==> src/hdl/swt_pkg.sv <==
// ----------------------------------------------------------------------------
// swt_pkg: shell word tokenizer shared definitions
// Lexer state codes, result kinds, error codes, limits and result helpers.
// ----------------------------------------------------------------------------
`default_nettype none

package swt_pkg;

	localparam int unsigned MAX_RESULTS = 3;

	localparam logic [9:0] MAX_TOKEN_LEN = 10'd511;
	localparam logic [5:0] MAX_TOKENS    = 6'd31;
	localparam logic [5:0] IDX_SAT       = 6'd31;

	localparam logic [7:0] CH_SPACE  = 8'h20;
	localparam logic [7:0] CH_PIPE   = 8'h7C;
	localparam logic [7:0] CH_SQUOTE = 8'h27;
	localparam logic [7:0] CH_DQUOTE = 8'h22;
	localparam logic [7:0] CH_BSLASH = 8'h5C;
	localparam logic [7:0] CH_BTICK  = 8'h60;
	localparam logic [7:0] CH_DOLLAR = 8'h24;
	localparam logic [7:0] CH_STAR   = 8'h2A;
	localparam logic [7:0] CH_QMARK  = 8'h3F;
	localparam logic [7:0] CH_NL     = 8'h0A;

	typedef enum logic [4:0] {
		LEX_NORMAL = 5'b00001,
		LEX_SQUOTE = 5'b00010,
		LEX_DQUOTE = 5'b00100,
		LEX_ESCAPE = 5'b01000,
		LEX_DQBACK = 5'b10000
	} lex_state_t;

	typedef enum logic [1:0] {
		KIND_CHAR = 2'd0,
		KIND_EOT  = 2'd1,
		KIND_PIPE = 2'd2,
		KIND_EOL  = 2'd3
	} kind_t;

	typedef enum logic [1:0] {
		ERR_NONE    = 2'd0,
		ERR_TOO_LONG = 2'd1,
		ERR_TOO_MANY = 2'd2
	} err_t;

	localparam logic MODE_BYTE = 1'b0;

	// lexer context held between requests
	typedef struct packed {
		lex_state_t  state;
		logic [9:0]  len;
		logic [5:0]  cnt;
	} lex_ctx_t;

	typedef struct packed {
		logic [1:0] kind;
		logic [7:0] char_value;
		logic [4:0] token_index;
		logic [1:0] error_code;
		logic       last_of_run;
	} res_t;

	typedef res_t [MAX_RESULTS-1:0] res_vec_t;

	function automatic res_t make_res(kind_t k, logic [7:0] ch, err_t e, logic [5:0] cnt);
		res_t r;
		r.kind        = k;
		r.char_value  = ch;
		r.token_index = (cnt > IDX_SAT) ? IDX_SAT[4:0] : cnt[4:0];
		r.error_code  = e;
		r.last_of_run = 1'b0;
		return r;
	endfunction

	function automatic err_t byte_err(logic [9:0] len, logic [5:0] cnt);
		err_t e;
		if (cnt >= MAX_TOKENS)
			e = ERR_TOO_MANY;
		else if (len >= MAX_TOKEN_LEN)
			e = ERR_TOO_LONG;
		else
			e = ERR_NONE;
		return e;
	endfunction

endpackage

`default_nettype wire

==> src/hdl/swt_if.sv <==
// ----------------------------------------------------------------------------
// swt_if: tokenizer channel interfaces
// Valid/ready channels for line bytes in and token results out.
// ----------------------------------------------------------------------------
`default_nettype none

interface swt_line_if;
	logic       valid;
	logic       ready;
	logic       mode;
	logic [7:0] byte_value;

	modport source (output valid, output mode, output byte_value, input ready);
	modport sink   (input valid, input mode, input byte_value, output ready);
endinterface

interface swt_token_if;
	logic       valid;
	logic       ready;
	logic [1:0] kind;
	logic [7:0] char_value;
	logic [4:0] token_index;
	logic [1:0] error_code;
	logic       last_of_run;

	modport source (output valid, output kind, output char_value, output token_index,
		output error_code, output last_of_run, input ready);
	modport sink   (input valid, input kind, input char_value, input token_index,
		input error_code, input last_of_run, output ready);
endinterface

`default_nettype wire

==> src/hdl/swt_lexer.sv <==
// ----------------------------------------------------------------------------
// swt_lexer: one-byte lexer step
// Given the held context and one request, produce up to three results and
// the next context. Purely combinational.
// ----------------------------------------------------------------------------
`default_nettype none

module swt_lexer (
	input  swt_pkg::lex_ctx_t ctx,
	input  logic              mode,
	input  logic [7:0]        byte_value,
	output swt_pkg::lex_ctx_t ctx_next,
	output swt_pkg::res_vec_t results,
	output logic [1:0]        num_results
);
	import swt_pkg::*;

	logic       put_bs, put_c, end_tok, pipe_tok, eol;
	lex_state_t st;
	logic [9:0] len;
	logic [5:0] cnt;
	logic [1:0] n;
	res_vec_t   res;

	// decode which actions this request takes
	always_comb begin
		put_bs   = 1'b0;
		put_c    = 1'b0;
		end_tok  = 1'b0;
		pipe_tok = 1'b0;
		eol      = 1'b0;
		st       = ctx.state;
		if (mode != MODE_BYTE) begin
			put_bs  = (ctx.state == LEX_DQBACK);
			end_tok = 1'b1;
			eol     = 1'b1;
			st      = LEX_NORMAL;
		end else begin
			case (ctx.state)
				LEX_SQUOTE: begin
					if (byte_value == CH_SQUOTE)
						st = LEX_NORMAL;
					else
						put_c = 1'b1;
				end
				LEX_DQUOTE: begin
					if (byte_value == CH_DQUOTE)
						st = LEX_NORMAL;
					else if (byte_value == CH_BSLASH)
						st = LEX_DQBACK;
					else
						put_c = 1'b1;
				end
				LEX_ESCAPE: begin
					put_c = 1'b1;
					st    = LEX_NORMAL;
				end
				LEX_DQBACK: begin
					put_bs = !(byte_value inside {CH_DQUOTE, CH_BSLASH, CH_BTICK,
						CH_DOLLAR, CH_STAR, CH_QMARK, CH_NL});
					put_c  = 1'b1;
					st     = LEX_DQUOTE;
				end
				default: begin
					st = LEX_NORMAL;
					if (byte_value == CH_SPACE) begin
						end_tok = 1'b1;
					end else if (byte_value == CH_PIPE) begin
						end_tok  = 1'b1;
						pipe_tok = 1'b1;
					end else if (byte_value == CH_SQUOTE) begin
						st = LEX_SQUOTE;
					end else if (byte_value == CH_DQUOTE) begin
						st = LEX_DQUOTE;
					end else if (byte_value == CH_BSLASH) begin
						st = LEX_ESCAPE;
					end else begin
						put_c = 1'b1;
					end
				end
			endcase
		end
	end

	// run the actions in order, at most three results
	always_comb begin
		len = ctx.len;
		cnt = ctx.cnt;
		n   = 2'd0;
		res = '0;
		if (put_bs) begin
			res[n] = make_res(KIND_CHAR, CH_BSLASH, byte_err(len, cnt), cnt);
			if (len < MAX_TOKEN_LEN)
				len = len + 10'd1;
			n = n + 2'd1;
		end
		if (put_c) begin
			res[n] = make_res(KIND_CHAR, byte_value, byte_err(len, cnt), cnt);
			if (len < MAX_TOKEN_LEN)
				len = len + 10'd1;
			n = n + 2'd1;
		end
		if (end_tok && (len != 10'd0)) begin
			if (cnt >= MAX_TOKENS) begin
				res[n] = make_res(KIND_EOT, 8'd0, ERR_TOO_MANY, cnt);
			end else begin
				res[n] = make_res(KIND_EOT, 8'd0, ERR_NONE, cnt);
				cnt    = cnt + 6'd1;
			end
			len = 10'd0;
			n   = n + 2'd1;
		end
		if (pipe_tok) begin
			if (cnt >= MAX_TOKENS) begin
				res[n] = make_res(KIND_PIPE, 8'd0, ERR_TOO_MANY, cnt);
			end else begin
				res[n] = make_res(KIND_PIPE, 8'd0, ERR_NONE, cnt);
				cnt    = cnt + 6'd1;
			end
			n = n + 2'd1;
		end
		if (eol) begin
			res[n] = make_res(KIND_EOL, 8'd0, ERR_NONE, cnt);
			n   = n + 2'd1;
			len = 10'd0;
			cnt = 6'd0;
		end
		if (n != 2'd0)
			res[n - 2'd1].last_of_run = 1'b1;
	end

	assign ctx_next.state = st;
	assign ctx_next.len   = len;
	assign ctx_next.cnt   = cnt;
	assign results        = res;
	assign num_results    = n;

endmodule

`default_nettype wire

==> src/hdl/shell_word_tokenizer_top.sv <==
// ----------------------------------------------------------------------------
// shell_word_tokenizer_top: streaming shell word tokenizer
// Splits a command line into tokens with quote, escape and pipe handling.
// ----------------------------------------------------------------------------
// Usage:
//   line  : one request per command-line byte (mode 0) or an end-of-line
//           marker (mode 1). Accepted when valid and ready are both high.
//   token : results, one per cycle while the receiver is ready: token bytes,
//           end-of-token marks, pipe tokens and the end-of-line mark;
//           last_of_run flags the final result of a request.
//   A request is lexed in the cycle it is accepted; its results (zero to
//   three) sit in a small result register and appear on token in the next
//   cycle. The next request is taken as soon as the last pending result is
//   leaving, so requests with zero or one result flow at one per cycle while
//   the receiver takes results.
//   Requests with no result (quotes, backslash, repeated spaces) still
//   update the lexer context.
//   When the receiver stalls, results hold and line.ready drops once the
//   pending result can no longer leave.
//   Reset clears the lexer context and empties the result register; the
//   block is ready in the first cycle after reset.
// ----------------------------------------------------------------------------
`default_nettype none

module shell_word_tokenizer_top (
	input  logic               clk,
	input  logic               arst_n,
	swt_line_if.sink           line,
	swt_token_if.source        token
);
	import swt_pkg::*;

	lex_ctx_t   ctx_q, ctx_next;
	res_vec_t   res_q, lex_res;
	logic [1:0] lex_n;
	logic [1:0] pend_q;
	logic       accept, pop;

	swt_lexer u_lexer (
		.ctx         (ctx_q),
		.mode        (line.mode),
		.byte_value  (line.byte_value),
		.ctx_next    (ctx_next),
		.results     (lex_res),
		.num_results (lex_n)
	);

	assign pop        = token.valid && token.ready;
	assign line.ready = (pend_q == 2'd0) || ((pend_q == 2'd1) && token.ready);
	assign accept     = line.valid && line.ready;

	always_ff @(posedge clk or negedge arst_n) begin
		if (!arst_n) begin
			ctx_q.state <= LEX_NORMAL;
			ctx_q.len   <= 10'd0;
			ctx_q.cnt   <= 6'd0;
			pend_q      <= 2'd0;
		end else begin
			if (accept) begin
				ctx_q  <= ctx_next;
				pend_q <= lex_n;
			end else if (pop) begin
				pend_q <= pend_q - 2'd1;
			end
		end
	end

	// result register: load on request, shift down as results leave
	always_ff @(posedge clk) begin
		if (accept) begin
			res_q <= lex_res;
		end else if (pop) begin
			res_q[0] <= res_q[1];
			res_q[1] <= res_q[2];
		end
	end

	assign token.valid       = (pend_q != 2'd0);
	assign token.kind        = res_q[0].kind;
	assign token.char_value  = res_q[0].char_value;
	assign token.token_index = res_q[0].token_index;
	assign token.error_code  = res_q[0].error_code;
	assign token.last_of_run = res_q[0].last_of_run;

	a_eol_clears: assert property (@(posedge clk) disable iff (!arst_n)
		(accept && (line.mode != MODE_BYTE)) |=>
		((ctx_q.state == LEX_NORMAL) && (ctx_q.len == 10'd0) && (ctx_q.cnt == 6'd0)))
		else $error("context not cleared after end of line");

	a_len_bound: assert property (@(posedge clk) disable iff (!arst_n)
		(ctx_q.len <= MAX_TOKEN_LEN) && (ctx_q.cnt <= MAX_TOKENS))
		else $error("token length or count beyond limit");

	a_eol_last: assert property (@(posedge clk) disable iff (!arst_n)
		(token.valid && (token.kind == KIND_EOL)) |-> token.last_of_run)
		else $error("end of line result not last of run");

	a_last_drains: assert property (@(posedge clk) disable iff (!arst_n)
		(token.valid && !token.last_of_run) |-> (pend_q > 2'd1))
		else $error("run ends without last_of_run");

endmodule

`default_nettype wire

==> src/flat_wrapper.sv <==
// flat-port wrapper written by rule: the top's interface ports become plain ports
module shell_word_tokenizer_top_flat import swt_pkg::*;
  (clk, arst_n, line_valid, line_mode, line_byte_value, line_ready, token_valid, token_kind, token_char_value, token_token_index, token_error_code, token_last_of_run, token_ready);
  swt_line_if line_i ();
  swt_token_if token_i ();
  input  logic clk;
  input  logic arst_n;
  input wire logic [$bits(line_i.valid)-1:0] line_valid;
  input wire logic [$bits(line_i.mode)-1:0] line_mode;
  input wire logic [$bits(line_i.byte_value)-1:0] line_byte_value;
  output wire logic [$bits(line_i.ready)-1:0] line_ready;
  output wire logic [$bits(token_i.valid)-1:0] token_valid;
  output wire logic [$bits(token_i.kind)-1:0] token_kind;
  output wire logic [$bits(token_i.char_value)-1:0] token_char_value;
  output wire logic [$bits(token_i.token_index)-1:0] token_token_index;
  output wire logic [$bits(token_i.error_code)-1:0] token_error_code;
  output wire logic [$bits(token_i.last_of_run)-1:0] token_last_of_run;
  input wire logic [$bits(token_i.ready)-1:0] token_ready;
  assign line_i.valid = line_valid;
  assign line_i.mode = line_mode;
  assign line_i.byte_value = line_byte_value;
  assign line_ready = line_i.ready;
  assign token_valid = token_i.valid;
  assign token_kind = token_i.kind;
  assign token_char_value = token_i.char_value;
  assign token_token_index = token_i.token_index;
  assign token_error_code = token_i.error_code;
  assign token_last_of_run = token_i.last_of_run;
  assign token_i.ready = token_ready;
  shell_word_tokenizer_top u_core (.clk(clk), .arst_n(arst_n), .line(line_i), .token(token_i));
endmodule
==> config.mk <==
export PLATFORM = sky130hd
export DESIGN_NAME = shell_word_tokenizer_top_flat
export DESIGN_NICKNAME = d
export VERILOG_FILES = /design/src/hdl/swt_pkg.sv /design/src/hdl/swt_if.sv /design/src/hdl/swt_lexer.sv /design/src/hdl/shell_word_tokenizer_top.sv /design/src/flat_wrapper.sv
export SDC_FILE = /design/constraint.sdc
export NUM_CORES = 1
export LEC_CHECK = 0
export BUFFER_PORTS_ARGS = -buffer_cell sky130_fd_sc_hd__buf_2
export CAP_MARGIN = 20
export CORE_AREA = 4 4 174 126
export CTS_CLUSTER_SIZE = 28
export DETAILED_ROUTE_END_ITERATION = 10
export DIE_AREA = 0 0 178 130
export GPL_ROUTABILITY_DRIVEN = 0
export PLACE_DENSITY_LB_ADDON = 0.3
export SLEW_MARGIN = 10
export SYNTH_ARGS = -nofsm -noshare
export SYNTH_HDL_FRONTEND = slang
export SYNTH_HIERARCHICAL = 1
export SYNTH_SLANG_ARGS = --single-unit
export TNS_END_PERCENT = 50
==> constraint.sdc <==
create_clock -name clk -period 6.05 [get_ports clk]
set_input_delay 0.605 -clock clk [delete_from_list [all_inputs] [get_ports clk]]
set_output_delay 0.605 -clock clk [all_outputs]
set_load 0.02 [all_outputs]
==> qor.txt <==
Clock Path Buffers -> 2
Io pins -> 33
Post-Synthesis Cells -> 625
Most common cell after layout, fill and taps aside -> buf_4
Actual slew at the worst max-slew pin -> 965 ps
Area Overhead vs Synth -> 18.1%
Core Util, Final -> 0.348
Total iterations of the first detailed-routing run -> 5
TritonCTS buffer count -> 9
Synthesized area per cell -> 9.57 µm²
Die Area -> 23100 µm²
Synthesized flop and latch total -> 77
Layout Nets -> 714
CTS tree -> done
PwrDens -> 308 nW/µm²
Largest net degree at the start of global routing -> 60
Final Setup Violations -> 0
Leakage -> 2.83 nW
Psw -> 774 µW
FF-to-FF End -> u_core/token.token_index[1]
Yosys warns -> 6
Residual DRC count -> 0
DRT iter0 DRCs -> 484
Slew headroom -> 0.357
Detail Placement HPWL -> 11700 µm
Arrival @ worst endpoint -> 5890 ps
Core Region -> 20300 µm²
Initial Utilization -> 0.294
First-pass GRT wire length -> 25700 µm
Die Y -> 130 µm
Clock Skews -> 6.93 ps
Sequential share of power -> 0.366
Total setup buffers inserted after CTS -> 0
CP Capture Type -> flop
Antenna violations before repair -> 0
Worst hold path type -> input pin to asynchronous set/reset pin
R2R setup slack -> 310 ps
Max-slew violation count -> 0
Inst Count DP -> 951
Internal power -> 1.41 mW
Vias in the first global route -> 4472
Non-filler cells, final -> 967
CTS root buf -> clkbuf_16
Final hold viol count -> 0
Layout cells sized above 1 -> 0.318
Post-DRT Antenna Nets -> 0
Total clock sinks -> 77
Req. time, crit path -> 6140 ps
WL per Instance -> 16.6 µm
Die X -> 178 µm
Most frequent cells in the layout -> 69 x buf_4, 60 x nor2_1, 54 x edfxtp_1, 50 x mux2_2, 39 x nand2_1
H-Tree Depth -> 3
Critical Path End -> u_core/token.token_index[1]
Critical path startpoint -> line_byte_value[3]
Clk slew on worst S/H paths -> 60 ps
Netlist Area Pre-Place -> 5980 µm²
Type of origin of the critical path -> input pin
Antenna diodes -> 0
RR Startpoint -> u_core/ctx_q[6]
Core Rows -> 44
Via density -> 5.12
Peak supply drop -> 0.133 mV
Worst skew pair latency -> 340 ps
Crit path kind -> input pin to flop
Clk pwr share -> 0.246
Status -> completed
Max-cap violations -> 0
Path depth of the worst reg2reg path -> 24
Worst-path maximum fanout -> 7
Routed Wire Length -> 16000 µm
Top FF cell, synth -> edfxtp_1
Async S/R FF share, synth -> 0.299
Global router's overall resource usage -> 0.141
Part of the cycle the worst path needs -> 0.958
Port bufs -> 32
Synth cell types -> 87
Number of flops mapped to enable cells by yosys -> 54
Overflow after GRT -> 0
Max Freq -> 172 MHz
Sw Ratio -> 0.355
Final min period -> 5800 ps
Combinational share of power -> 0.389
Sequential fraction of the synthesis area -> 0.367
Vias -> 4951
==> repair_timing <==
action / CTS / global route
endpoints found under the setup margin: 0 / 31
hold buffers: 0 / 0
resized for setup: 0 / 14
==> synth_stat cells (4+ instances only) <==
master     n  area (µm²)
and2_1    14        87.6
and3_1    10        62.6
edfxtp_1  54        1620
dfrtp_1   22         551
nand2_1   39         146
a211oi_1   8        60.1
mux2i_1    8        80.1
xnor2_1   14         123
nor2_1    61         229
nand2b_1   6        37.5
buf_4     30         225
o211ai_1   6        45.0
nor3_1    22         110
xor2_1     7        61.3
o21ai_0   16        80.1
o21a_1     4        30.0
or4_1      5        37.5
a21oi_1   36         180
mux2_2    51         574
o21bai_1   6        45.0
ha_1      15         188
nand4_1    5        31.3
nor4b_1    4        35.0
clkbuf_1  19        71.3
inv_1     23        86.3
buf_2      5        25.0
mux2_4     8         120
o31ai_1    6        45.0
a31oi_1    8        50.1
or2_2      5        31.3
nor2b_1    5        31.3
nand3_1   15        75.1
nor4_1     9        56.3
==> layer usage <==
layer	vias to the layer above	wire length, µm	GRT usage
li1	2412	-	-
met1	2343	8700	0.235
met2	186	5970	0.173
met3	10	1300	0.0371
met4	0	73	0.0264
met5	-	0	0
==> area by class of cell <==
class / count / area (µm²)
timing repair buffer: 101 / 678
clock inverter: 7 / 63.8
clock buffer: 9 / 225
fill: 2031 / 13200
sequential: 77 / 2200
tap: 276 / 345
multi-input combinational: 472 / 3460
inverter: 25 / 93.8
==> state kept, by name, indices dropped and copies added, names as in the netlist <==
signal and flops:
u_core/pend_q 2, u_core/token.token_index 5, u_core/token.kind 2, u_core/ctx_q 21
u_core/token.char_value 8, u_core/res_q 36, u_core/token.error_code 2, u_core/token.last_of_run 1
==> metrics by stage <==
step	setup TNS (ps)	setup WS (ps)	cell area, µm²	hold slack [ps]	total power [mW]
2_1_floorplan	-3.58	-3.58	6050	309	1.42
3_3_place_gp	-141	-90.0	6710	516	1.65
3_5_place_dp	-876	-156	6710	531	1.64
4_1_cts	0	148	7000	304	2.19
5_1_grt	-0.790	-0.790	7070	333	2.31
6_report	0	252	7070	277	2.18
==> worst max-delay path, cell delays in order <==
cell,delay (ps)
buf_2,110
buf_4,150
or3b_2,510
nor4_4,330
a211oi_1,110
nand2_1,140
xnor2_1,110
ha_2,220
nor4bb_2,170
nand2_1,80
nor3_2,40
or4_4,560
and4_4,190
o221a_4,270
a211oi_4,290
mux2_4,340
ha_2,200
nand2_1,120
inv_1,70
and3_4,200
a211oi_4,340
mux2i_2,320
a31oi_1,120
mux2_2,280
==> worst min-delay path by stage <==
stage / endpoint / cells after the start / slack [ps]
after floorplan: u_core/ctx_q[0] / 0 / 310
after global placement: u_core/pend_q[1] / 1 / 520
after detailed placement: u_core/pend_q[1] / 1 / 530
after CTS: u_core/ctx_q[5] / 1 / 300
after global routing: u_core/ctx_q[5] / 1 / 330
final: u_core/ctx_q[5] / 1 / 280
==> power by group through the flow <==
stage | Clock (mW) | Combinational, mW | Sequential [mW]
after floorplan | 0 | 0.637 | 0.787
after global placement | 0 | 0.842 | 0.808
after detailed placement | 0 | 0.833 | 0.806
after CTS | 0.552 | 0.839 | 0.798
after global routing | 0.578 | 0.920 | 0.810
final | 0.535 | 0.847 | 0.797
==> cells by family (layout without fill, tap and decap cells) <==
family                   after synthesis  after routing  share of synthesized area
AO/OA/AOI/OAI                        130            130                      0.155
XOR/XNOR                              22             22                     0.0335
adder cells (fa/ha/maj)               15             15                     0.0314
buffers and inverters                 84            142                     0.0757
flip-flops                            77             77                      0.367
multiplexers                          69             69                      0.134
other                                  1              9                   0.000627
AND/OR/NAND/NOR                      227            227                      0.202
(Power assumes the default switching activity.)
